## config.mk

```make
export PLATFORM = sky130hd
export DESIGN_NAME = bgme_ram
export DESIGN_NICKNAME = d
export VERILOG_FILES = /design/src/rtl/bgme_ram.sv
export SDC_FILE = /design/constraint.sdc
export NUM_CORES = 1
export LEC_CHECK = 0
export BUFFER_PORTS_ARGS = -buffer_cell sky130_fd_sc_hd__buf_4
export CAP_MARGIN = 10
export CORE_ASPECT_RATIO = 0.7
export CORE_MARGIN = 2
export CORE_UTILIZATION = 56
export CTS_CLUSTER_SIZE = 14
export DETAILED_ROUTE_END_ITERATION = 12
export GPL_ROUTABILITY_DRIVEN = 1
export PLACE_DENSITY = 0.84
export SETUP_SLACK_MARGIN = 0.4
export SLEW_MARGIN = 20
export SYNTH_ARGS = -nofsm -noshare
export SYNTH_HDL_FRONTEND = slang
export SYNTH_SLANG_ARGS = --single-unit
```

## constraint.sdc

```tcl
create_clock -name clock -period 1.8 [get_ports clock]
set_clock_uncertainty 0.15 [all_clocks]
set_input_delay 0.09 -clock clock [delete_from_list [all_inputs] [get_ports clock]]
set_output_delay 0.09 -clock clock [all_outputs]
set_load 0.05 [all_outputs]
```

## src/rtl/bgme_ram.sv

```systemverilog
module bgme_ram #(
   parameter int WIDTH = 12,
   parameter int DEPTH = 64
) (
   input  logic                     clock,
   input  logic                     wr_en,
   input  logic [$clog2(DEPTH)-1:0] wr_addr,
   input  logic [WIDTH-1:0]         wr_data,
   input  logic [$clog2(DEPTH)-1:0] rd_addr,
   output logic [WIDTH-1:0]         rd_data
);
   logic [WIDTH-1:0] mem_ff [DEPTH];

   always_ff @(posedge clock) begin
      if (wr_en) begin
         mem_ff[wr_addr] <= wr_data;
      end
      rd_data <= mem_ff[rd_addr];
   end
endmodule

```

==> flow_summary.toml <==
[synth]
yosysSeqAreaShare_pct = 78.1
synth-seq-cells = 780
synth_cell_type_count = 35
synth_cells = 1339
avgSynthCellArea_um2 = 22.3
ys.flop_type = "edfxtp_1"
synth_edf_count = 768
synth_area_mm2 = 0.0299
syn_nets = 1365
ys.warnings.count = 0
async_flop_share_pct = 0

[grt]
grt.overflow.total = 0
grt_pass1_vias = 16000
grt_pass1_wl_mm = 112
grt_max_degree = 65
grt_use_total_pct = 28.5
antenna_found_initial = 2

[clock_tree]
clk_pin_slew_ps = 70
cts_sinks = 780
cts_max_path_buffers = 3
clock_latency_ps = 610
htree_levels = 3
cts_made_buffers = 70
root_buffer = "clkbuf_16"
cts_tree = "done"

[power_and_ir_drop]
internal_power_mw = 29.5
switching_share_pct = 21.3
powerDensity_mw_per_mm2 = 1040
combPwrFrac_pct = 6.7
p_leak_nw = 11.5
p_sw_mw = 7.99
p_seq_share_pct = 53.9
total_power_mw = 37.4
p_clk_share_pct = 39.3
peakVddDrop_uv = 873

[placed_design]
dp_hpwl_mm = 46.5
routabilityCongestion = 0.878
numPortBuffers = 37
placedCellCount = 2188

[routing]
drc_errors = 0
vias_per_cell = 6.72
vias = 15700
first_iter_violations = 2309
drt_wl_total_mm = 75.5
wire_per_inst_um = 32.4
ant_nets = 0
drt-pass1-iter-count = 5

[floorplan]
die-area_mm2 = 0.0552
dieHeight_um = 197
io_pins = 38
rows = 70
die_x_um = 280
initial_utilization_pct = 56.9
core_area_mm2 = 0.0525

[timing]
max_clock_freq_ghz = 0.500
rsz0062_at_grt = "yes"
hold_violations = 0
setup_viol = 12
worst_pin_slew_ps = 1050
holdWs_ps = 21.1
fin_ws_ps = -200
finalMaxSlewViolations = 0
post-route-min-period_ps = 2000
timing.slew.headroom_pct = 29.8
finalSetupTns_ps = -1250
period_share_pct = 111

[final_layout]
most-common-layout-cells = "edfxtp_1, mux4_2, buf_4"
nets = 1623
multi_input_area_mm2 = 0.00685
final_util_pct = 68.9
n_antenna_cell = 0
drive_gt1_share_pct = 39.2
regArea_mm2 = 0.0233
fillers = 2921
layout-area-overhead-vs-synth_pct = 21.0
layout_commonest_cell = "edfxtp_1"
instances_no_fill = 2330

[setup_path]
crit_fanout = 1
arrival_ps = 2330
critPathRequiredTime_ps = 2130
crit_path_end_kind = "register"
cp-start-kind = "register"
path_class = "reg2reg"

[flow_run]
max_cap_viol_count = 0

[outcome]
run_status = "finished with violations"
violations = "negative setup slack"

[min_path]
hold_class = "in2reg"
-- repair_timing --
| item | CTS | global route |
|---|---|---|
| cloned | 0 | 0 |
| buffers inserted | 0 | 2 |
| hold buffers | 19 | 0 |
| pin swaps | 20 | 7 |
| resized for setup | 66 | 26 |
| endpoints found under the setup margin | 22 | 265 |
| hold endpoints to repair | 770 | 0 |
-- worst max-delay path, cell delays in order, from the launching register on --
cell      delay (ps)
edfxtp_1         380
mux4_2           530
mux2_2           290
o22a_1           220
o221ai_2         200
o31ai_1          110
-- flip-flops by register name, indices dropped and copies added, names as in the netlist --
name	cells
rd_data	12
mem_ff	768
-- layout make-up --
| cell class | count | area share, % |
|---|---|---|
| clock buffer | 103 | 5.65 |
| clock inverter | 18 | 0.509 |
| multi-input combinational | 486 | 18.9 |
| sequential | 780 | 64.6 |
| tap | 684 | 2.37 |
| timing repair buffer | 259 | 7.95 |
-- stage by stage --
| stage | setup WS [ps] | instance area (um^2) |
|---|---|---|
| 6_report | -200 | 36100 |
| 5_1_grt | -213 | 36100 |
| 4_1_cts | -161 | 36000 |
| 3_5_place_dp | -492 | 33300 |
| 3_3_place_gp | -496 | 33300 |
| 2_1_floorplan | -18.7 | 30500 |
-- per-layer routing --
| layer | GRT usage, % | wire length (um) |
|---|---|---|
| met1 | 42.5 | 28800 |
| met3 | 6.62 | 9340 |
| met2 | 43.2 | 35000 |
| met5 | 0 | 13 |
| met4 | 8.22 | 2320 |
-- power by group through the flow --
stage          registers (mW)  logic, mW  clock network (mW)
3_5_place_dp             20.6       2.31                   0
5_1_grt                  20.2       2.63                15.5
2_1_floorplan            20.6       1.12                   0
6_report                 20.2       2.52                14.7
3_3_place_gp             20.6       2.23                   0
4_1_cts                  20.2       2.46                14.8
-- worst paths after layout --
kind	cells past startpoint	start	slack, ps	endpoint
worst max-delay path	5	mem_ff[5][1]	-200	rd_data[1]
worst min-delay path	3	wr_addr[2]	20	mem_ff[52][6]
worst max register to register	5	mem_ff[5][1]	-200	rd_data[1]
worst min register to register	4	mem_ff[23][2]	730	rd_data[2]
-- Yosys cell counts, types with 12 or more instances --
cell	n	area share (%)
a211oi_1	13	0.33
buf_2	13	0.22
buf_6	13	0.49
clkbuf_1	33	0.41
dfxtp_1	12	0.80
edfxtp_1	768	77
mux2i_1	20	0.67
mux4_2	192	14
nand2_1	14	0.18
nand2b_1	21	0.44
nand3_1	14	0.23
nor2_1	74	0.93
nor2b_1	15	0.31
o221ai_1	16	0.47
o22ai_1	23	0.48
-- kinds of logic after synthesis --
group | after synthesis | share of synthesized area (%)
flip-flops | 780 | 78.1
multiplexers | 219 | 15.4
AND/OR/NAND/NOR | 158 | 2.49
AO/OA/AOI/OAI | 109 | 2.59
buffers and inverters | 73 | 1.44
Power figures use the tool's default switching activity.
