**config.mk**
```make
export PLATFORM = sky130hd
export DESIGN_NAME = bgme_queue
export DESIGN_NICKNAME = d
export VERILOG_FILES = /design/src/rtl/bgme_pkg.sv /design/src/rtl/bgme_queue.sv
export SDC_FILE = /design/constraint.sdc
export NUM_CORES = 1
export LEC_CHECK = 0
export ABC_AREA = 1
export BUFFER_PORTS_ARGS = -buffer_cell sky130_fd_sc_hd__buf_4
export CORE_MARGIN = 1.5
export CORE_UTILIZATION = 48
export CTS_BUF_LIST = sky130_fd_sc_hd__clkbuf_2 sky130_fd_sc_hd__clkbuf_4 sky130_fd_sc_hd__clkbuf_8
export DETAILED_ROUTE_END_ITERATION = 6
export GPL_TIMING_DRIVEN = 0
export PLACE_DENSITY = 0.81
export SYNTH_ARGS = -nofsm -noshare
export SYNTH_HDL_FRONTEND = slang
export SYNTH_SLANG_ARGS = --single-unit
```
**constraint.sdc**
```tcl
create_clock -name clock -period 1.25 [get_ports clock]
set_input_delay 0.25 -clock clock [delete_from_list [all_inputs] [get_ports clock]]
set_output_delay 0.25 -clock clock [all_outputs]
set_load 0.1 [all_outputs]
```
**src/rtl/bgme_pkg.sv**
```systemverilog
package bgme_pkg;

   localparam int WINDOW_MAX_DEF = 32;
   localparam int ADC_BITS_DEF = 12;

   // job length field covers the whole window range
   localparam int LEN_W = 7;

   localparam int CSR_IDX_W = 2;
   localparam int CSR_DATA_W = 24;
   localparam logic [CSR_IDX_W-1:0] REG_SAMPLES = 2'd0;
   localparam logic [CSR_IDX_W-1:0] REG_ALPHA = 2'd1;
   localparam logic [CSR_IDX_W-1:0] REG_SCALE = 2'd2;
   localparam logic [CSR_IDX_W-1:0] REG_CHARGE = 2'd3;

   localparam int MV_W = 14;
   localparam int PCT_W = 7;
   localparam int ALPHA_W = 17;
   localparam int SCALE_W = 24;
   localparam int EMA_W = 30;

   localparam logic [MV_W-1:0] V_SAT = 14'd16383;
   localparam logic [ALPHA_W-1:0] ALPHA_MIN = 17'd655;
   localparam logic [ALPHA_W-1:0] ALPHA_ONE = 17'd65536;

   typedef struct packed {
      logic bank;
      logic [LEN_W-1:0] len;
      logic charging;
   } gauge_job_type;

   typedef struct packed {
      logic valid;
      logic bank;
   } gauge_release_type;

   function automatic logic [MV_W-1:0] tbl_mv(input logic [3:0] idx);
      logic [MV_W-1:0] r;
      unique case (idx)
         4'd0: r = 14'd4200;
         4'd1: r = 14'd4050;
         4'd2: r = 14'd3920;
         4'd3: r = 14'd3860;
         4'd4: r = 14'd3800;
         4'd5: r = 14'd3750;
         4'd6: r = 14'd3700;
         4'd7: r = 14'd3650;
         4'd8: r = 14'd3600;
         4'd9: r = 14'd3550;
         default: r = 14'd3300;
      endcase
      return r;
   endfunction

   function automatic logic [PCT_W-1:0] tbl_pct(input logic [3:0] idx);
      logic [PCT_W-1:0] r;
      unique case (idx)
         4'd0: r = 7'd100;
         4'd1: r = 7'd90;
         4'd2: r = 7'd80;
         4'd3: r = 7'd70;
         4'd4: r = 7'd60;
         4'd5: r = 7'd50;
         4'd6: r = 7'd40;
         4'd7: r = 7'd30;
         4'd8: r = 7'd20;
         4'd9: r = 7'd10;
         default: r = 7'd0;
      endcase
      return r;
   endfunction

endpackage

```
**src/rtl/bgme_queue.sv**
```systemverilog
module bgme_queue (
   input  logic                    clock,
   input  logic                    reset,
   input  logic                    push,
   input  bgme_pkg::gauge_job_type push_job,
   input  logic                    pop,
   output bgme_pkg::gauge_job_type head_job,
   output logic                    empty,
   output logic                    full
);
   import bgme_pkg::*;

   gauge_job_type entry_ff [2];
   logic wr_ptr_ff, wr_ptr_in;
   logic rd_ptr_ff, rd_ptr_in;
   logic [1:0] cnt_ff, cnt_in;

   assign empty = (cnt_ff == 2'd0);
   assign full = (cnt_ff == 2'd2);
   assign head_job = entry_ff[rd_ptr_ff];

   always_comb begin
      wr_ptr_in = push ? ~wr_ptr_ff : wr_ptr_ff;
      rd_ptr_in = pop ? ~rd_ptr_ff : rd_ptr_ff;
      cnt_in = cnt_ff + 2'(push) - 2'(pop);
   end

   always_ff @(posedge clock) begin
      if (reset) begin
         wr_ptr_ff <= 1'b0;
         rd_ptr_ff <= 1'b0;
         cnt_ff <= 2'd0;
      end else begin
         wr_ptr_ff <= wr_ptr_in;
         rd_ptr_ff <= rd_ptr_in;
         cnt_ff <= cnt_in;
      end
      if (push) begin
         entry_ff[wr_ptr_ff] <= push_job;
      end
   end
endmodule

```
==> qor.yml <==
timing:
  setup_viol: 10
  max-slew-margin-rel_pct: 67.9
  drv_slew: 0
  worst_pin_slew_ns: 0.481
  finalHoldViolations: 0
  period_minus_slack_ns: 1.54
  fin_skew_ns: 0.00942
  setup_slack_ns: -0.291
  max_freq_mhz: 649
  rsz0062_at_grt: "yes"
  holdWs_ns: 0.123
  fin_crit_sh_pct: 123
synth:
  ys_seq_area_share_pct: 70.3
  syn-instance-count: 59
  ys.flop_type: "edfxtp_1"
  synth_nets: 74
  yosysWarnings: 0
  synth_edf_count: 18
  synthArstFlopShare_pct: 0
  synth_top_cell_by_area: "edfxtp_1"
  synth_most_common_cell: "edfxtp_1"
  synth_top_area_share_pct: 59.3
  synth_area_um2: 911
  synth_seq_cells: 23
  yosys-top-cells-area: "edfxtp_1, mux2_4, dfxtp_1"
  syn_avg_cell_area_um2: 15.4
  synth.distinct_cells: 12
  yosys-top-cells-count: "edfxtp_1, mux2_4, inv_1, nor2_1, dfxtp_1"
global_route:
  grt_pass1_vias: 534
  grt.total_usage_pct: 16.1
  grt_max_degree: 13
  grt-ovfl-total: 0
  grt_pass1_wl_um: 2320
  grt_antenna_before_repair: 0
routing:
  totalWireLength_um: 1460
  drt_pre_antenna_iters: 4
  first_iter_violations: 2
  vias_per_cell: 4.70
  postRouteAntennaNets: 0
  remaining_drc_errors: 0
  wl_per_cell_um: 13.0
  vias: 531
floorplan:
  die-area_um2: 2170
  fp.dieW_um: 46.6
  start_util_pct: 52.2
  pin_count: 24
  die_y_um: 46.6
  fp.coreArea_um2: 1750
  row_count: 15
placement:
  place_congestion: 0.760
  numPlacedInstances: 107
  dpl.hpwl_um: 914
  portBuffers: 23
clock_network:
  cts_inserted_buffers: 3
  clkTransAtPathRegs_ns: 0.12
  h-tree-depth: 1
  clkLatencyLatePin_ns: 0.30
  cts_tree: "built"
  cts-root-buf: "clkbuf_4"
  clkSinkCount: 23
  clockBufferDepth: 2
critical_path:
  end_kind: "primary output"
  critPathLaunchType: "flip-flop"
  cp_max_fo: 5
  critPathSlowestCell: "dfxtp_2"
  cp.required_ns: 1.00
  max_stage_delay_ns: 0.37
  cp.arrival_ns: 1.29
  crit_type: "flip-flop to primary output"
  ff2ff_path_depth: 9
  worstPathCellList: "buf_6, mux2_4, buf_12"
  r2r-start: "cnt_ff[0]$_SDFF_PP0_"
cells_and_area:
  area_growth_pct: 51.9
  drive_above_1_share_pct: 62.5
  diodes: 0
  fin_cells: 113
  nNetsFinal: 104
power_and_ir_drop:
  seqPwrFrac_pct: 44.8
  finalPower_w: 0.00205
  internal_power_w: 0.00134
  comb_power_share_pct: 38.3
  cellPowerDensity_nw_per_um2: 1480
  p_clk_share_pct: 16.8
  p_leak_nw: 0.577
  switching_power_w: 0.000707
  max-vdd-ir-drop_mv: 0.929
  swShare_pct: 34.5
min_path:
  hold_class: "primary input to flip-flop"
  hold_depth: 1
  holdCritStartpoint: "push_job[5]"
outcome:
  violations: "negative setup slack"
  status: "finished with violations"
run:
  drv_cap: 0
[worst max-delay path, delay by kind of cell, from the launching register on]
family   cells  cell delay (ns)
flops        1             0.37
mux          1             0.32
buf+inv      2             0.30
[metrics by stage]
| step | TNS [ns] | utilization [%] | area, µm² | setup WS, ns |
|---|---|---|---|---|
| 2_1_floorplan | -0.0655 | - | 926 | -0.0655 |
| 3_3_place_gp | -1.04 | 64.7 | 1130 | -0.108 |
| 3_5_place_dp | -1.67 | 64.7 | 1130 | -0.152 |
| 4_1_cts | -2.63 | 76.7 | 1340 | -0.300 |
| 5_1_grt | -3.12 | 79.3 | 1380 | -0.339 |
| 6_report | -2.55 | 79.3 | 1380 | -0.291 |
[layout by cell type (no fill, tap or decap), drive strengths merged, types with 2 or more instances in the layout]
master,n
buf,26
edfxtp,18
clkbuf,4
nor2,8
mux2,9
dfxtp,5
inv,8
nand2,4
ha,2
[cell type report]
class / instances / area, µm²
flip-flops and latches: 23 / 649
fillers: 95 / 362
repair buffers: 25 / 329
multi-input cells: 27 / 295
inverters: 8 / 37.5
well taps: 25 / 31.3
clock buffers: 4 / 30.0
plain buffers: 1 / 11.3
[sequential cells by signal, indices dropped and copies added (netlist names), named ones only]
| signal | cells |
|---|---|
| rd_ptr_ff | 1 |
| entry_ff | 18 |
| wr_ptr_ff | 1 |
| cnt_ff | 2 |
[logic make-up (layout without fill, tap and decap cells)]
kind of cell / Yosys count / after routing / synth area share, %
buf+inv: 9 / 38 / 4.53
compound gates: 1 / 1 / 0.549
fa+ha+maj: 2 / 2 / 2.75
xor+xnor: 1 / 1 / 0.962
flops: 23 / 23 / 70.3
mux: 9 / 9 / 14.8
simple gates: 14 / 14 / 6.04
[power groups by stage]
stage | Combinational (W) | Sequential [W] | Clock [W]
after floorplan | 0.000472 | 0.000918 | 0
after global placement | 0.000575 | 0.000920 | 0
after detailed placement | 0.000585 | 0.000924 | 0
after CTS | 0.000736 | 0.000916 | 0.000351
after global routing | 0.000820 | 0.000925 | 0.000389
final | 0.000786 | 0.000919 | 0.000345
[routing by layer]
layer | global-route usage [%] | routed length, µm | share of wire, % | up-vias
met1 | 17.6 | 543 | 37 | 255
li1 | - | - | - | 260
met3 | 5.49 | 63 | 4.3 | 2
met2 | 27.2 | 846 | 58 | 14
met5 | 0 | 0 | 0 | -
met4 | 8.57 | 10 | 0.68 | 0
[repair_timing]
item	CTS	global route
endpoints found under the hold margin	0	0
endpoints found under the setup margin	22	12
gates resized for setup	47	10
gates cloned	1	0
setup buffers	0	1
pin swaps	5	1
hold buffers	0	0
[final timing paths]
path | endpoint | slack (ns)
setup / recovery | head_job[0] | -0.29
hold / removal | entry_ff[0][5]$_DFFE_PP_ | 0.12
hold reg to reg | wr_ptr_ff$_SDFFE_PP0P_ | 0.55
setup reg to reg | cnt_ff[1]$_SDFF_PP0_ | 0.01
Power figures use the tool's default switching activity.
