$ cat src/rtl/bgme_pkg.sv
package bgme_pkg;

   localparam int WINDOW_MAX_DEF = 32;
   localparam int ADC_BITS_DEF = 12;

   // job length field covers the whole window range
   localparam int LEN_W = 7;

   localparam int CSR_IDX_W = 2;
   localparam int CSR_DATA_W = 24;
   localparam logic [CSR_IDX_W-1:0] REG_SAMPLES = 2'd0;
   localparam logic [CSR_IDX_W-1:0] REG_ALPHA = 2'd1;
   localparam logic [CSR_IDX_W-1:0] REG_SCALE = 2'd2;
   localparam logic [CSR_IDX_W-1:0] REG_CHARGE = 2'd3;

   localparam int MV_W = 14;
   localparam int PCT_W = 7;
   localparam int ALPHA_W = 17;
   localparam int SCALE_W = 24;
   localparam int EMA_W = 30;

   localparam logic [MV_W-1:0] V_SAT = 14'd16383;
   localparam logic [ALPHA_W-1:0] ALPHA_MIN = 17'd655;
   localparam logic [ALPHA_W-1:0] ALPHA_ONE = 17'd65536;

   typedef struct packed {
      logic bank;
      logic [LEN_W-1:0] len;
      logic charging;
   } gauge_job_type;

   typedef struct packed {
      logic valid;
      logic bank;
   } gauge_release_type;

   function automatic logic [MV_W-1:0] tbl_mv(input logic [3:0] idx);
      logic [MV_W-1:0] r;
      unique case (idx)
         4'd0: r = 14'd4200;
         4'd1: r = 14'd4050;
         4'd2: r = 14'd3920;
         4'd3: r = 14'd3860;
         4'd4: r = 14'd3800;
         4'd5: r = 14'd3750;
         4'd6: r = 14'd3700;
         4'd7: r = 14'd3650;
         4'd8: r = 14'd3600;
         4'd9: r = 14'd3550;
         default: r = 14'd3300;
      endcase
      return r;
   endfunction

   function automatic logic [PCT_W-1:0] tbl_pct(input logic [3:0] idx);
      logic [PCT_W-1:0] r;
      unique case (idx)
         4'd0: r = 7'd100;
         4'd1: r = 7'd90;
         4'd2: r = 7'd80;
         4'd3: r = 7'd70;
         4'd4: r = 7'd60;
         4'd5: r = 7'd50;
         4'd6: r = 7'd40;
         4'd7: r = 7'd30;
         4'd8: r = 7'd20;
         4'd9: r = 7'd10;
         default: r = 7'd0;
      endcase
      return r;
   endfunction

endpackage

$ cat src/rtl/bgme_front.sv
module bgme_front #(
   parameter int WINDOW_MAX = bgme_pkg::WINDOW_MAX_DEF,
   parameter int ADC_BITS = bgme_pkg::ADC_BITS_DEF,
   localparam int CNT_W = $clog2(WINDOW_MAX + 1),
   localparam int IDX_W = $clog2(WINDOW_MAX)
) (
   input  logic                        clock,
   input  logic                        reset,
   input  logic                        req_valid,
   output logic                        req_stall,
   input  logic [ADC_BITS-1:0]         req_adc_sample,
   input  logic                        req_charge_pin_low,
   input  logic [CNT_W-1:0]            win_len,
   input  logic                        charge_enable,
   input  bgme_pkg::gauge_release_type release_bank,
   input  logic                        queue_full,
   output logic                        push,
   output bgme_pkg::gauge_job_type     push_job,
   output logic                        ram_wr_en,
   output logic [IDX_W:0]              ram_wr_addr,
   output logic [ADC_BITS-1:0]         ram_wr_data
);
   import bgme_pkg::*;

   logic [CNT_W-1:0] count_ff, count_in;
   logic wb_ff, wb_in;
   logic [1:0] busy_ff, busy_in;
   logic accept;
   logic [CNT_W-1:0] count_next;
   logic close;

   assign req_stall = busy_ff[wb_ff] || queue_full;
   assign accept = req_valid && !req_stall;
   assign count_next = count_ff + CNT_W'(1);
   assign close = (count_next >= win_len);

   assign ram_wr_en = accept;
   assign ram_wr_addr = {wb_ff, count_ff[IDX_W-1:0]};
   assign ram_wr_data = req_adc_sample;

   assign push = accept && close;
   assign push_job = '{bank: wb_ff, len: LEN_W'(win_len),
                       charging: req_charge_pin_low & charge_enable};

   always_comb begin
      count_in = count_ff;
      wb_in = wb_ff;
      busy_in = busy_ff;
      if (release_bank.valid) begin
         busy_in[release_bank.bank] = 1'b0;
      end
      if (accept) begin
         if (close) begin
            // hand the full bank to the back end, fill the other one
            count_in = '0;
            busy_in[wb_ff] = 1'b1;
            wb_in = ~wb_ff;
         end else begin
            count_in = count_next;
         end
      end
   end

   always_ff @(posedge clock) begin
      if (reset) begin
         count_ff <= '0;
         wb_ff <= 1'b0;
         busy_ff <= 2'b00;
      end else begin
         count_ff <= count_in;
         wb_ff <= wb_in;
         busy_ff <= busy_in;
      end
   end
endmodule

$ cat config.mk
export PLATFORM = sky130hd
export DESIGN_NAME = bgme_front
export DESIGN_NICKNAME = d
export VERILOG_FILES = /design/src/rtl/bgme_pkg.sv /design/src/rtl/bgme_front.sv
export SDC_FILE = /design/constraint.sdc
export NUM_CORES = 1
export LEC_CHECK = 0
export BUFFER_PORTS_ARGS = -buffer_cell sky130_fd_sc_hd__buf_2
export CORE_MARGIN = 2
export CORE_UTILIZATION = 43
export DETAILED_ROUTE_END_ITERATION = 10
export PLACE_DENSITY = 0.93
export SLEW_MARGIN = 20
export SYNTH_ARGS = -nofsm -noshare
export SYNTH_HDL_FRONTEND = slang
export SYNTH_SLANG_ARGS = --single-unit
$ cat constraint.sdc
create_clock -name clock -period 6.7 [get_ports clock]
set_clock_uncertainty 0.2 [all_clocks]
set_input_delay 0.67 -clock clock [delete_from_list [all_inputs] [get_ports clock]]
set_output_delay 0.67 -clock clock [all_outputs]
set_load 0.02 [all_outputs]
==> summary.md <==
| Metric | Value |
|---|---|
| Status | finished clean |
| Die ar. | 2180 um^2 |
| Die X | 46.7 um |
| Top Ports | 56 |
| Pwr Density | 151 nW/um^2 |
| Core ar. | around 1700 um^2 |
| PortBufs | 30 |
| N_diodes | 0 |
| Top FF cell, synth | dfxtp_1 |
| Final min period | 3.19 ns |
| Commonest non-fill, non-tap cell in the layout | buf_2 |
| Worst-skew pair later-pin latency | between 0.2 and 0.3 ns |
| FF+latch count, synth | 9 |
| Mapped Nets | roughly 130 |
| Area of the multi-input gates | 375 um^2 |
| Storage cell area | 180 um^2 |
| Synth area leaders | buf_4 (25%), dfxtp_1 (23%), ha_1 (11%) |
| Iteration-0 DRC Markers | 3 |
| Fmax | 314 MHz |
| DRT Pass-1 Iters | 4 |
| Most frequent cells in the layout | buf_2 (30), inv_1 (9), dfxtp_1 (9) |
| Nets@finish | roughly 140 |
| Top-area cell type share of the netlist area | 24.9% |
| Hpwl dp | 1090 um |
| Asr flop ratio synth | 0% |
| RePlAce Congestion | 0.839 |
| Worst Hold Depth | 2 |
| Vias in the first global route | 483 |
| Fin Setup TNS | 0 ns |
| FF-to-FF setup slack | about 4.2 ns |
| Synth cell types | 27 |
| Row count | 15 |
| Layout cell share with drive strength beyond 1 | 34.6% |
| Place WS | 3.79 ns |
| GRT overflow | 0 |
| DR vias | about 630 |
| Filler cell count | 177 |
| Vias per std cell | 4.91 |
| Post-synth EDFFs | 0 |
| CP Class | reg -> out |
| Synth Area in Compound Gates | between 15 and 20% |
| Fin. max-slew vios | 0 |
| M3 GR Usage | between 5 and 6% |
| Initial Util | 45.4% |
| Syn-to-layout area delta | 1.59% |
| # setup viols final | 0 |
| RSZ-0062 raised after global routing | no |
| Tcrit/Tclk final | 47.6% |
| DRT Wirelength | 1360 um |
| Chip height | 46.7 um |
| Mapped Cells | 96 |
| Largest net degree at the start of global routing | 11 |
| Post-Synth Adder-Cell Area | 11.2% |
| Remaining antenna violation count | 0 |
| WHS | ~0.27 ns |
| Worst Hold Class | reg -> reg |
| MaxCap Viol Count | 0 |
| Largest family of logic cells by synthesized area | buffers and inverters |
| Hold-fix buffers at CTS | 0 |
| GRT busiest layer | met2 |
| Grt met1 use | 13.8% |
| Peak supply drop | 0.000111 V |
| Final worst slack | 3.51 ns |
| Hold Vio Cnt, Final | 0 |
| CTS Buf Count | 3 |
| WP data arrival | approximately 2.3 ns |
| CP Capture Type | output pin |
| Worst-path fanout max | 10 |
| Simple-Gate Fraction of Synth Area | about 15% |
| Postcts setup bufs | 0 |
| Post-synthesis cell area | 785 um^2 |
| Routed len/inst | between 10 and 15 um |
| Clock Sinks | 9 |
| Seq/Total Area, Yosys | between 20% and 30% |
| Resize count post-CTS | 0 |
| Synthesis Warnings | 0 |
| XOR/XNOR Fraction of Synth Area | 4.47% |
| Data required time of the worst path | 5.83 ns |
| Clock Tree Buf Depth | 2 |
| Multiplexer share of the synthesized area | 1.28% |
| CP startpoint kind | flop |
| Clk root buf | clkbuf_4 |
| Antenna violations before repair | 0 |
| Tot GR Track Use | 12.4% |
| Top cell type by total area after synthesis | buf_4 |
| First-pass GRT wire length | 1920 um |
| Reg2reg path depth | 9 |
| Total power draw | 0.120 mW |
| Leakage power | 0.423 nW |
| Avg Synthesized Cell Area | 8.17 um^2 |
| Grt met2 use | 21.9% |
| Clk slew on worst S/H paths | 0.05 ns |
| H-tree lvl count | 1 |
| TritonCTS clock tree | yes |
| Drt drc | 0 |
through the flow:
| step | cell area [um^2] | instances | util, % |
|---|---|---|---|
| after detailed placement | 771 | 125 | 44.6 |
| after CTS | 797 | 129 | 46.2 |
| after global routing | 797 | 129 | 46.2 |
| after global placement | 771 | 125 | 44.6 |
| after floorplan | 785 | 96 | - |
| final | 797 | 129 | 46.2 |
Yosys cell counts, types with 2 or more instances:
library cell and count:
a21oi_1 5, a32o_1 4, buf_4 26, dfxtp_1 9, ha_1 7, inv_1 9, nand2_1 5, nand3_1 3
nor2_1 4, o21ai_0 4, o21ai_1 2, xnor2_1 3
path summary, 6_finish.rpt:
kind / to / startpoint
worst max-delay path: push / count_ff[0]$_SDFFE_PP0P_
worst min-delay path: busy_ff[1]$_SDFF_PP0_ / busy_ff[1]$_SDFF_PP0_
worst max register to register: busy_ff[1]$_SDFF_PP0_ / count_ff[0]$_SDFFE_PP0P_
worst min register to register: busy_ff[1]$_SDFF_PP0_ / busy_ff[1]$_SDFF_PP0_
layout make-up:
type | instances | share of cell area [%]
repair buffers | 30 | 18.8
clock buffers | 4 | 3.30
multi-input cells | 52 | 47.1
well taps | 25 | 3.92
flip-flops and latches | 9 | 22.6
inverters | 9 | 4.24
registers in the layout (all words and copies together) (netlist names):
name / count
wb_ff: 1
count_ff: 6
busy_ff: 2
power breakdown:
group,switching (mW),internal [mW]
Sequential,0.00122,0.0544
Clock,0.0173,0.0228
Combinational,0.0147,0.00982
per-layer routing:
| layer | up-vias | wire length [um] |
|---|---|---|
| met4 | 0 | 0 |
| met2 | 34 | 708 |
| li1 | 315 | - |
| met1 | 285 | 544 |
| met3 | 0 | 103 |
| met5 | - | 0 |
critical path, stage by stage, from the launching register on:
cell and delay (ns):
dfxtp_1 0.44, and3_1 0.20, nand3_1 0.10, xnor2_1 0.22
ha_1 0.28, a21oi_1 0.14, o21ai_1 0.11, a21oi_2 0.34
nor2_1 0.07, buf_2 0.17
kinds of logic (layout without fill, tap and decap cells):
logic type	count (synthesis)	in the layout
mux	1	1
compound gates	18	18
fa+ha+maj	7	7
other cells	1	1
flops	9	9
buf+inv	35	43
simple gates	21	21
xor+xnor	4	4
Note: power is estimated with default switching activity, not from simulation.
