[src/rtl/bgme_pkg.sv]
package bgme_pkg;

   localparam int WINDOW_MAX_DEF = 32;
   localparam int ADC_BITS_DEF = 12;

   // job length field covers the whole window range
   localparam int LEN_W = 7;

   localparam int CSR_IDX_W = 2;
   localparam int CSR_DATA_W = 24;
   localparam logic [CSR_IDX_W-1:0] REG_SAMPLES = 2'd0;
   localparam logic [CSR_IDX_W-1:0] REG_ALPHA = 2'd1;
   localparam logic [CSR_IDX_W-1:0] REG_SCALE = 2'd2;
   localparam logic [CSR_IDX_W-1:0] REG_CHARGE = 2'd3;

   localparam int MV_W = 14;
   localparam int PCT_W = 7;
   localparam int ALPHA_W = 17;
   localparam int SCALE_W = 24;
   localparam int EMA_W = 30;

   localparam logic [MV_W-1:0] V_SAT = 14'd16383;
   localparam logic [ALPHA_W-1:0] ALPHA_MIN = 17'd655;
   localparam logic [ALPHA_W-1:0] ALPHA_ONE = 17'd65536;

   typedef struct packed {
      logic bank;
      logic [LEN_W-1:0] len;
      logic charging;
   } gauge_job_type;

   typedef struct packed {
      logic valid;
      logic bank;
   } gauge_release_type;

   function automatic logic [MV_W-1:0] tbl_mv(input logic [3:0] idx);
      logic [MV_W-1:0] r;
      unique case (idx)
         4'd0: r = 14'd4200;
         4'd1: r = 14'd4050;
         4'd2: r = 14'd3920;
         4'd3: r = 14'd3860;
         4'd4: r = 14'd3800;
         4'd5: r = 14'd3750;
         4'd6: r = 14'd3700;
         4'd7: r = 14'd3650;
         4'd8: r = 14'd3600;
         4'd9: r = 14'd3550;
         default: r = 14'd3300;
      endcase
      return r;
   endfunction

   function automatic logic [PCT_W-1:0] tbl_pct(input logic [3:0] idx);
      logic [PCT_W-1:0] r;
      unique case (idx)
         4'd0: r = 7'd100;
         4'd1: r = 7'd90;
         4'd2: r = 7'd80;
         4'd3: r = 7'd70;
         4'd4: r = 7'd60;
         4'd5: r = 7'd50;
         4'd6: r = 7'd40;
         4'd7: r = 7'd30;
         4'd8: r = 7'd20;
         4'd9: r = 7'd10;
         default: r = 7'd0;
      endcase
      return r;
   endfunction

endpackage

[src/rtl/bgme_back.sv]
module bgme_back #(
   parameter int WINDOW_MAX = bgme_pkg::WINDOW_MAX_DEF,
   parameter int ADC_BITS = bgme_pkg::ADC_BITS_DEF,
   localparam int CNT_W = $clog2(WINDOW_MAX + 1),
   localparam int IDX_W = $clog2(WINDOW_MAX)
) (
   input  logic                                 clock,
   input  logic                                 reset,
   input  logic                                 queue_empty,
   input  bgme_pkg::gauge_job_type              head_job,
   output logic                                 pop,
   output bgme_pkg::gauge_release_type          release_bank,
   output logic [IDX_W:0]                       ram_rd_addr,
   input  logic [ADC_BITS-1:0]                  ram_rd_data,
   input  logic [bgme_pkg::ALPHA_W-1:0]         alpha,
   input  logic [bgme_pkg::SCALE_W-1:0]         scale,
   output logic                                 rsp_valid,
   input  logic                                 rsp_stall,
   output logic [bgme_pkg::MV_W-1:0]            rsp_voltage_mv,
   output logic [bgme_pkg::MV_W-1:0]            rsp_ema_mv,
   output logic [bgme_pkg::PCT_W-1:0]           rsp_percent,
   output logic                                 rsp_charging
);
   import bgme_pkg::*;

   localparam int SUM_W = ADC_BITS + 2;
   localparam int PP_W = SUM_W + 12;
   localparam int FULL_W = SUM_W + SCALE_W + 1;
   localparam int Q_W = FULL_W - 16;

   localparam logic [3:0] ST_IDLE = 4'd0;
   localparam logic [3:0] ST_READ = 4'd1;
   localparam logic [3:0] ST_WAIT = 4'd2;
   localparam logic [3:0] ST_SHIFT = 4'd3;
   localparam logic [3:0] ST_SUM = 4'd4;
   localparam logic [3:0] ST_MUL_LO = 4'd5;
   localparam logic [3:0] ST_MUL_HI = 4'd6;
   localparam logic [3:0] ST_SCALE = 4'd7;
   localparam logic [3:0] ST_DIV3 = 4'd8;
   localparam logic [3:0] ST_VOLT = 4'd9;
   localparam logic [3:0] ST_EMA_A = 4'd10;
   localparam logic [3:0] ST_EMA_B = 4'd11;
   localparam logic [3:0] ST_EMA_C = 4'd12;
   localparam logic [3:0] ST_EMA_D = 4'd13;
   localparam logic [3:0] ST_OUT = 4'd14;

   logic [3:0] state_ff, state_in;
   gauge_job_type job_ff;
   logic [CNT_W-1:0] len;
   logic [CNT_W-1:0] rd_idx_ff, rd_idx_in;
   logic [CNT_W-1:0] fill_ff, fill_in;
   logic [CNT_W-1:0] shift_cnt_ff, shift_cnt_in;
   logic pend_ff, pend_in;
   logic first_ff, first_in;
   logic rsp_valid_ff, rsp_valid_in;

   logic [ADC_BITS-1:0] sorted_ff [WINDOW_MAX];
   logic [ADC_BITS-1:0] ins [WINDOW_MAX];
   logic gt [WINDOW_MAX];

   logic [SUM_W-1:0] sum_ff;
   logic [PP_W-1:0] plo_ff, phi_ff;
   logic [FULL_W-1:0] full;
   logic [Q_W-1:0] q_ff;
   logic [32:0] p3_ff;
   logic sat_ff;
   logic [MV_W-1:0] v_ff;

   logic [3:0] seg, seg_ff;
   logic hi_ff, lo_ff;
   logic [MV_W-1:0] d, span;
   logic [18:0] d20;
   logic [3:0] k;
   logic [PCT_W-1:0] pct_ff;

   logic [ALPHA_W-1:0] a_eff, b_eff;
   logic [30:0] pa_ff, pb_ff;
   logic [32:0] pc_ff;
   logic [31:0] ema_mix;
   logic [EMA_W-1:0] ema_ff, ema_new;
   logic [30:0] ema_round;

   logic [MV_W-1:0] rsp_voltage_ff, rsp_ema_ff;
   logic [PCT_W-1:0] rsp_percent_ff;
   logic rsp_charging_ff;

   assign len = CNT_W'(job_ff.len);
   assign pop = (state_ff == ST_IDLE) && !queue_empty;
   assign ram_rd_addr = {job_ff.bank, rd_idx_ff[IDX_W-1:0]};
   assign release_bank = '{valid: (state_ff == ST_WAIT), bank: job_ff.bank};

   assign rsp_valid = rsp_valid_ff;
   assign rsp_voltage_mv = rsp_voltage_ff;
   assign rsp_ema_mv = rsp_ema_ff;
   assign rsp_percent = rsp_percent_ff;
   assign rsp_charging = rsp_charging_ff;

   // insertion into the sorted chain; unfilled slots count as larger than any sample
   always_comb begin
      for (int j = 0; j < WINDOW_MAX; j++) begin
         gt[j] = (CNT_W'(j) >= fill_ff) || (sorted_ff[j] > ram_rd_data);
      end
      ins[0] = gt[0] ? ram_rd_data : sorted_ff[0];
      for (int j = 1; j < WINDOW_MAX; j++) begin
         if (gt[j]) begin
            ins[j] = gt[j-1] ? sorted_ff[j-1] : ram_rd_data;
         end else begin
            ins[j] = sorted_ff[j];
         end
      end
   end

   assign full = (FULL_W'(phi_ff) << 12) + FULL_W'(plo_ff) + FULL_W'(98304);

   // first segment whose lower end the voltage reaches
   always_comb begin
      seg = 4'd9;
      for (int i = 9; i >= 0; i--) begin
         if (v_ff >= tbl_mv(4'(i + 1))) begin
            seg = 4'(i);
         end
      end
   end

   always_comb begin
      d = v_ff - tbl_mv(seg_ff + 4'd1);
      span = tbl_mv(seg_ff) - tbl_mv(seg_ff + 4'd1);
      d20 = (19'(d) << 4) + (19'(d) << 2);
      k = 4'd0;
      for (int i = 1; i <= 10; i++) begin
         if (d20 >= 19'(span) * 19'(2 * i - 1)) begin
            k = k + 4'd1;
         end
      end
   end

   always_comb begin
      if (alpha < ALPHA_MIN) begin
         a_eff = ALPHA_MIN;
      end else if (alpha > ALPHA_ONE) begin
         a_eff = ALPHA_ONE;
      end else begin
         a_eff = alpha;
      end
      b_eff = ALPHA_ONE - a_eff;
   end

   always_comb begin
      ema_mix = 32'(pa_ff) + 32'(pb_ff) + 32'((34'(pc_ff) + 34'd32768) >> 16);
      ema_new = first_ff ? {v_ff, 16'd0} : ema_mix[EMA_W-1:0];
      ema_round = 31'(ema_new) + 31'd32768;
   end

   always_comb begin
      state_in = state_ff;
      rd_idx_in = rd_idx_ff;
      fill_in = fill_ff;
      shift_cnt_in = shift_cnt_ff;
      pend_in = (state_ff == ST_READ);
      first_in = first_ff;
      rsp_valid_in = rsp_valid_ff;
      if (pend_ff) begin
         fill_in = fill_ff + CNT_W'(1);
      end
      unique case (state_ff)
         ST_IDLE: begin
            if (!queue_empty) begin
               rd_idx_in = '0;
               fill_in = '0;
               state_in = ST_READ;
            end
         end
         ST_READ: begin
            rd_idx_in = rd_idx_ff + CNT_W'(1);
            if (rd_idx_ff == len - CNT_W'(1)) begin
               state_in = ST_WAIT;
            end
         end
         ST_WAIT: begin
            shift_cnt_in = (len >> 1) - CNT_W'(1);
            state_in = ST_SHIFT;
         end
         ST_SHIFT: begin
            if (shift_cnt_ff == '0) begin
               state_in = ST_SUM;
            end else begin
               shift_cnt_in = shift_cnt_ff - CNT_W'(1);
            end
         end
         ST_SUM: state_in = ST_MUL_LO;
         ST_MUL_LO: state_in = ST_MUL_HI;
         ST_MUL_HI: state_in = ST_SCALE;
         ST_SCALE: state_in = ST_DIV3;
         ST_DIV3: state_in = ST_VOLT;
         ST_VOLT: state_in = ST_EMA_A;
         ST_EMA_A: state_in = ST_EMA_B;
         ST_EMA_B: state_in = ST_EMA_C;
         ST_EMA_C: state_in = ST_EMA_D;
         ST_EMA_D: begin
            first_in = 1'b0;
            rsp_valid_in = 1'b1;
            state_in = ST_OUT;
         end
         ST_OUT: begin
            if (!rsp_stall) begin
               rsp_valid_in = 1'b0;
               state_in = ST_IDLE;
            end
         end
         default: state_in = ST_IDLE;
      endcase
   end

   always_ff @(posedge clock) begin
      if (reset) begin
         state_ff <= ST_IDLE;
         rd_idx_ff <= '0;
         fill_ff <= '0;
         shift_cnt_ff <= '0;
         pend_ff <= 1'b0;
         first_ff <= 1'b1;
         rsp_valid_ff <= 1'b0;
         ema_ff <= '0;
      end else begin
         state_ff <= state_in;
         rd_idx_ff <= rd_idx_in;
         fill_ff <= fill_in;
         shift_cnt_ff <= shift_cnt_in;
         pend_ff <= pend_in;
         first_ff <= first_in;
         rsp_valid_ff <= rsp_valid_in;
         if (state_ff == ST_EMA_D) begin
            ema_ff <= ema_new;
         end
      end
   end

   always_ff @(posedge clock) begin
      if (pop) begin
         job_ff <= head_job;
      end
      if (pend_ff) begin
         sorted_ff <= ins;
      end else if (state_ff == ST_SHIFT && shift_cnt_ff != '0) begin
         // advance toward the median: drop the smallest
         for (int j = 0; j < WINDOW_MAX - 1; j++) begin
            sorted_ff[j] <= sorted_ff[j+1];
         end
      end
      unique case (state_ff)
         ST_SUM: sum_ff <= SUM_W'(sorted_ff[0]) + SUM_W'(sorted_ff[1]) + SUM_W'(sorted_ff[2]);
         ST_MUL_LO: plo_ff <= PP_W'(sum_ff) * PP_W'(scale[11:0]);
         ST_MUL_HI: phi_ff <= PP_W'(sum_ff) * PP_W'(scale[23:12]);
         ST_SCALE: q_ff <= full[FULL_W-1:16];
         ST_DIV3: begin
            // divide by three through the reciprocal, saturate first
            sat_ff <= (q_ff >= Q_W'(49152));
            p3_ff <= 33'(q_ff[15:0]) * 33'd43691;
         end
         ST_VOLT: v_ff <= sat_ff ? V_SAT : p3_ff[30:17];
         ST_EMA_A: begin
            pa_ff <= 31'(a_eff) * 31'(v_ff);
            seg_ff <= seg;
            hi_ff <= (v_ff >= tbl_mv(4'd0));
            lo_ff <= (v_ff <= tbl_mv(4'd10));
         end
         ST_EMA_B: begin
            pb_ff <= 31'(b_eff) * 31'(ema_ff[29:16]);
            if (hi_ff) begin
               pct_ff <= tbl_pct(4'd0);
            end else if (lo_ff) begin
               pct_ff <= tbl_pct(4'd10);
            end else begin
               pct_ff <= tbl_pct(seg_ff + 4'd1) + PCT_W'(k);
            end
         end
         ST_EMA_C: pc_ff <= 33'(b_eff) * 33'(ema_ff[15:0]);
         ST_EMA_D: begin
            rsp_voltage_ff <= v_ff;
            rsp_ema_ff <= ema_round[29:16];
            rsp_percent_ff <= pct_ff;
            rsp_charging_ff <= job_ff.charging;
         end
         default: ;
      endcase
   end
endmodule

[config.mk]
export PLATFORM = sky130hd
export DESIGN_NAME = bgme_back
export DESIGN_NICKNAME = d
export VERILOG_FILES = /design/src/rtl/bgme_pkg.sv /design/src/rtl/bgme_back.sv
export SDC_FILE = /design/constraint.sdc
export NUM_CORES = 2
export LEC_CHECK = 0
export BUFFER_PORTS_ARGS = -buffer_cell sky130_fd_sc_hd__buf_2
export CAP_MARGIN = 20
export CORE_AREA = 4 4 521 523
export CTS_CLUSTER_DIAMETER = 100
export DETAILED_ROUTE_END_ITERATION = 12
export DIE_AREA = 0 0 525 527
export PLACE_DENSITY = 0.56
export REMOVE_ABC_BUFFERS = 1
export SETUP_SLACK_MARGIN = 0.1
export SLEW_MARGIN = 20
export SYNTH_ARGS = -nofsm -noshare
export SYNTH_HDL_FRONTEND = slang
export SYNTH_SLANG_ARGS = --single-unit
[constraint.sdc]
create_clock -name clock -period 26.5 [get_ports clock]
set_clock_uncertainty 0.15 [all_clocks]
set_input_delay 2.65 -clock clock [delete_from_list [all_inputs] [get_ports clock]]
set_output_delay 2.65 -clock clock [all_outputs]
set_load 0.05 [all_outputs]
==> reports/qor.yml <==
status: "finished clean"
dp_cells: 13330
grt_first_pass_wirelength_um: 409200
setup_slack_ps: 11630
yosys_warnings: 0
fp.dieArea_um2: 276700
grt_use_met3: 0.02014
use_met1: 0.2455
synth_area_um2: 92990
dp_hpwl_um: 194300
combPwrFrac: 0.439
hold_path_depth: 0
switchingPower_w: 0.001990
clkLatencyLatePin_ps: 720
overflow: 0
required_ps: 26830
antenna_found_initial: 12
p_leak_nw: 46.32
cts.sinks: 680
grt_max_degree: 220
root_buffer: "clkbuf_16"
min_period_ps: 14870
netlist_instances: 9925
worstReg2RegEnd: "pct_ff[6]"
vias_per_cell: 5.187
layout_common_cells: "1330 x ha_1, 1307 x inv_1, 972 x fa_1"
gp_congestion: 0.8681
die_x_um: 525
critPathKind: "reg2reg"
gr-usage-met2: 0.3151
die_h_um: 527
synthFlopType: "edfxtp_1"
cts.path.max_buffers: 3
r2r_cells: 57
mostFrequentLayoutCell: "ha_1"
crit_path_top_delay_cell: "ha_1"
fin_hold_ws_ps: 261.8
first_global_vias: 73080
powerDensity_nw_per_um2: 50.85
crit_path_start_kind: "flop"
rsz0062_at_grt: "no"
start_util: 0.3483
fin_crit_sh: 0.5611
finalHoldViolations: 0
intPower_w: 0.003135
r2r_setup_slack_ps: 11630
wl_per_cell_um: 18.86
drv_slew: 0
crit_arrival_ps: 15200
drc: 0
dr.pass1.iters: 6
drive_above_1_share: 0.05785
slowest_delay_ps: 760
cts_made_buffers: 88
max_slew_margin: 0.2839
ctsHoldBuffers: 0
pin_count: 112
fin_cells: 13490
setup_viol: 0
peakVddDrop_mv: 0.05526
cp-end-kind: "flop"
syn_avg_cell_area_um2: 9.369
worstMarginPinSlew_ps: 1073
rr_startpoint: "seg_ff[2]"
critPathMaxFanout: 18
synth_seq_cells: 680
cts_max_level: 3
fmax_ghz: 0.06725
grt_usage: 0.1831
synth_cell_types: 110
dr_total_vias: 69990
placementRows: 190
pwr-share-clk: 0.235
synth-edff-count: 625
pre_cts_slack_ps: 11820
cp_common_cell: "ha_1"
seq_area_frac_synth: 0.2137
async_flop_share: 0
layout.nets: 12240
post_cts_buffers: 0
ant_nets: 0
pwr-share-seq: 0.326
hold_class: "reg2reg"
crit_start: "seg_ff[2]"
worstHoldStart: "pct_ff[4]"
clk_pin_slew_worst_paths_ps: 50
cts_resized: 0
initialDrtViolationCount: 4619
p_sw_frac: 0.3884
port_buffers: 110
grt.busiest_layer: "met2"
tns_ps: 0
holdPathEnd: "rsp_percent[4]"
core_um2: 267000
routed_wl_um: 254400
syn_to_final_growth_pct: 8.382
cts_tree: "yes"
cap_violations: 0
[cells in the mapped netlist (all sizes together) (55+ instances only)]
library cell     n  area [µm²]
a21o           199        1495
nand2          893        3367
nand3           91       455.4
fa             972       19460
o21ai          252        1269
edfxtp         625       18770
inv           1322        4965
nand2b          80       500.5
and2           403        2521
xnor2          265        2377
o21a            64       480.5
a21oi          788        3955
nor2           764        2868
nor2b          107       669.4
mux2i          304        3043
ha            1330       16640
nor3           161       815.8
xor2           111        1032
clkbuf         391        1469
nand4          124       775.7
o21bai          59       442.9
dfxtp           55        1101
[kinds of logic (layout without fill, tap and decap cells)]
family | after synthesis | after routing | share of synthesized area
compound gates | 1661 | 1661 | 0.1098
xor+xnor | 378 | 378 | 0.03715
fa+ha+maj | 2309 | 2309 | 0.3890
buf+inv | 1762 | 1777 | 0.07184
flops | 680 | 680 | 0.2137
mux | 334 | 334 | 0.03652
other cells | 0 | 1 | 0
simple gates | 2801 | 2801 | 0.1420
[through the flow]
stage          area [µm²]  utilization  total power [W]
4_1_cts            100700       0.3773         0.005183
3_3_place_gp        97810       0.3664         0.003878
6_report           100800       0.3775         0.005125
2_1_floorplan       91290            -         0.003436
5_1_grt            100800       0.3775         0.005557
3_5_place_dp        97810       0.3664         0.003946
[critical path: cells and delay by family, from the launching register on]
family / cells / cell delay, ps
AOI/OAI and AO/OA: 20 / 4360
xor gates and xnor gates: 6 / 1450
adders and majority gates: 11 / 3870
buffers and inverters: 6 / 1330
DFF: 1 / 700
muxes: 2 / 460
and+or+nand+nor: 12 / 2320
[worst max path at each step]
stage                endpoint
6_report            pct_ff[6]
3_5_place_dp        pct_ff[6]
2_1_floorplan  sorted_ff[100]
5_1_grt             pct_ff[6]
3_3_place_gp        pct_ff[6]
4_1_cts             pct_ff[6]
[area by class of cell]
type                       instances  area, µm²
timing repair buffer             287       1912
multi-input combinational       7483      66650
sequential                       680      19870
inverter                        1327       4985
clock inverter                    57      536.8
fill                           26700     166200
clock buffer                     106       2384
tap                             3552       4444
antenna                            1      2.502
[power groups by stage]
stage,logic [W],registers [W],clock network (W)
after floorplan,0.00174,0.00170,0
after global routing,0.00259,0.00169,0.00128
final,0.00225,0.00167,0.00121
after global placement,0.00219,0.00168,0
after CTS,0.00228,0.00167,0.00124
after detailed placement,0.00226,0.00169,0
[layer usage]
layer / wire [µm] / share of wire
met1: 114300 / 0.45
met2: 122800 / 0.48
met3: 11110 / 0.044
met4: 6264 / 0.025
met5: 0 / 0
[registers in the layout, indices dropped and copies added (netlist names), 7 cells and up]
register and flops:
p3_ff 14, pa_ff 30, rsp_voltage_mv 14, rsp_percent 7, sorted_ff 384, sum_ff 14
v_ff 14, phi_ff 26, job_ff 7, q_ff 23, pb_ff 30, plo_ff 14
ema_ff 30, pc_ff 18, pct_ff 7, rsp_ema_mv 14
Power figures use the tool's default switching activity.
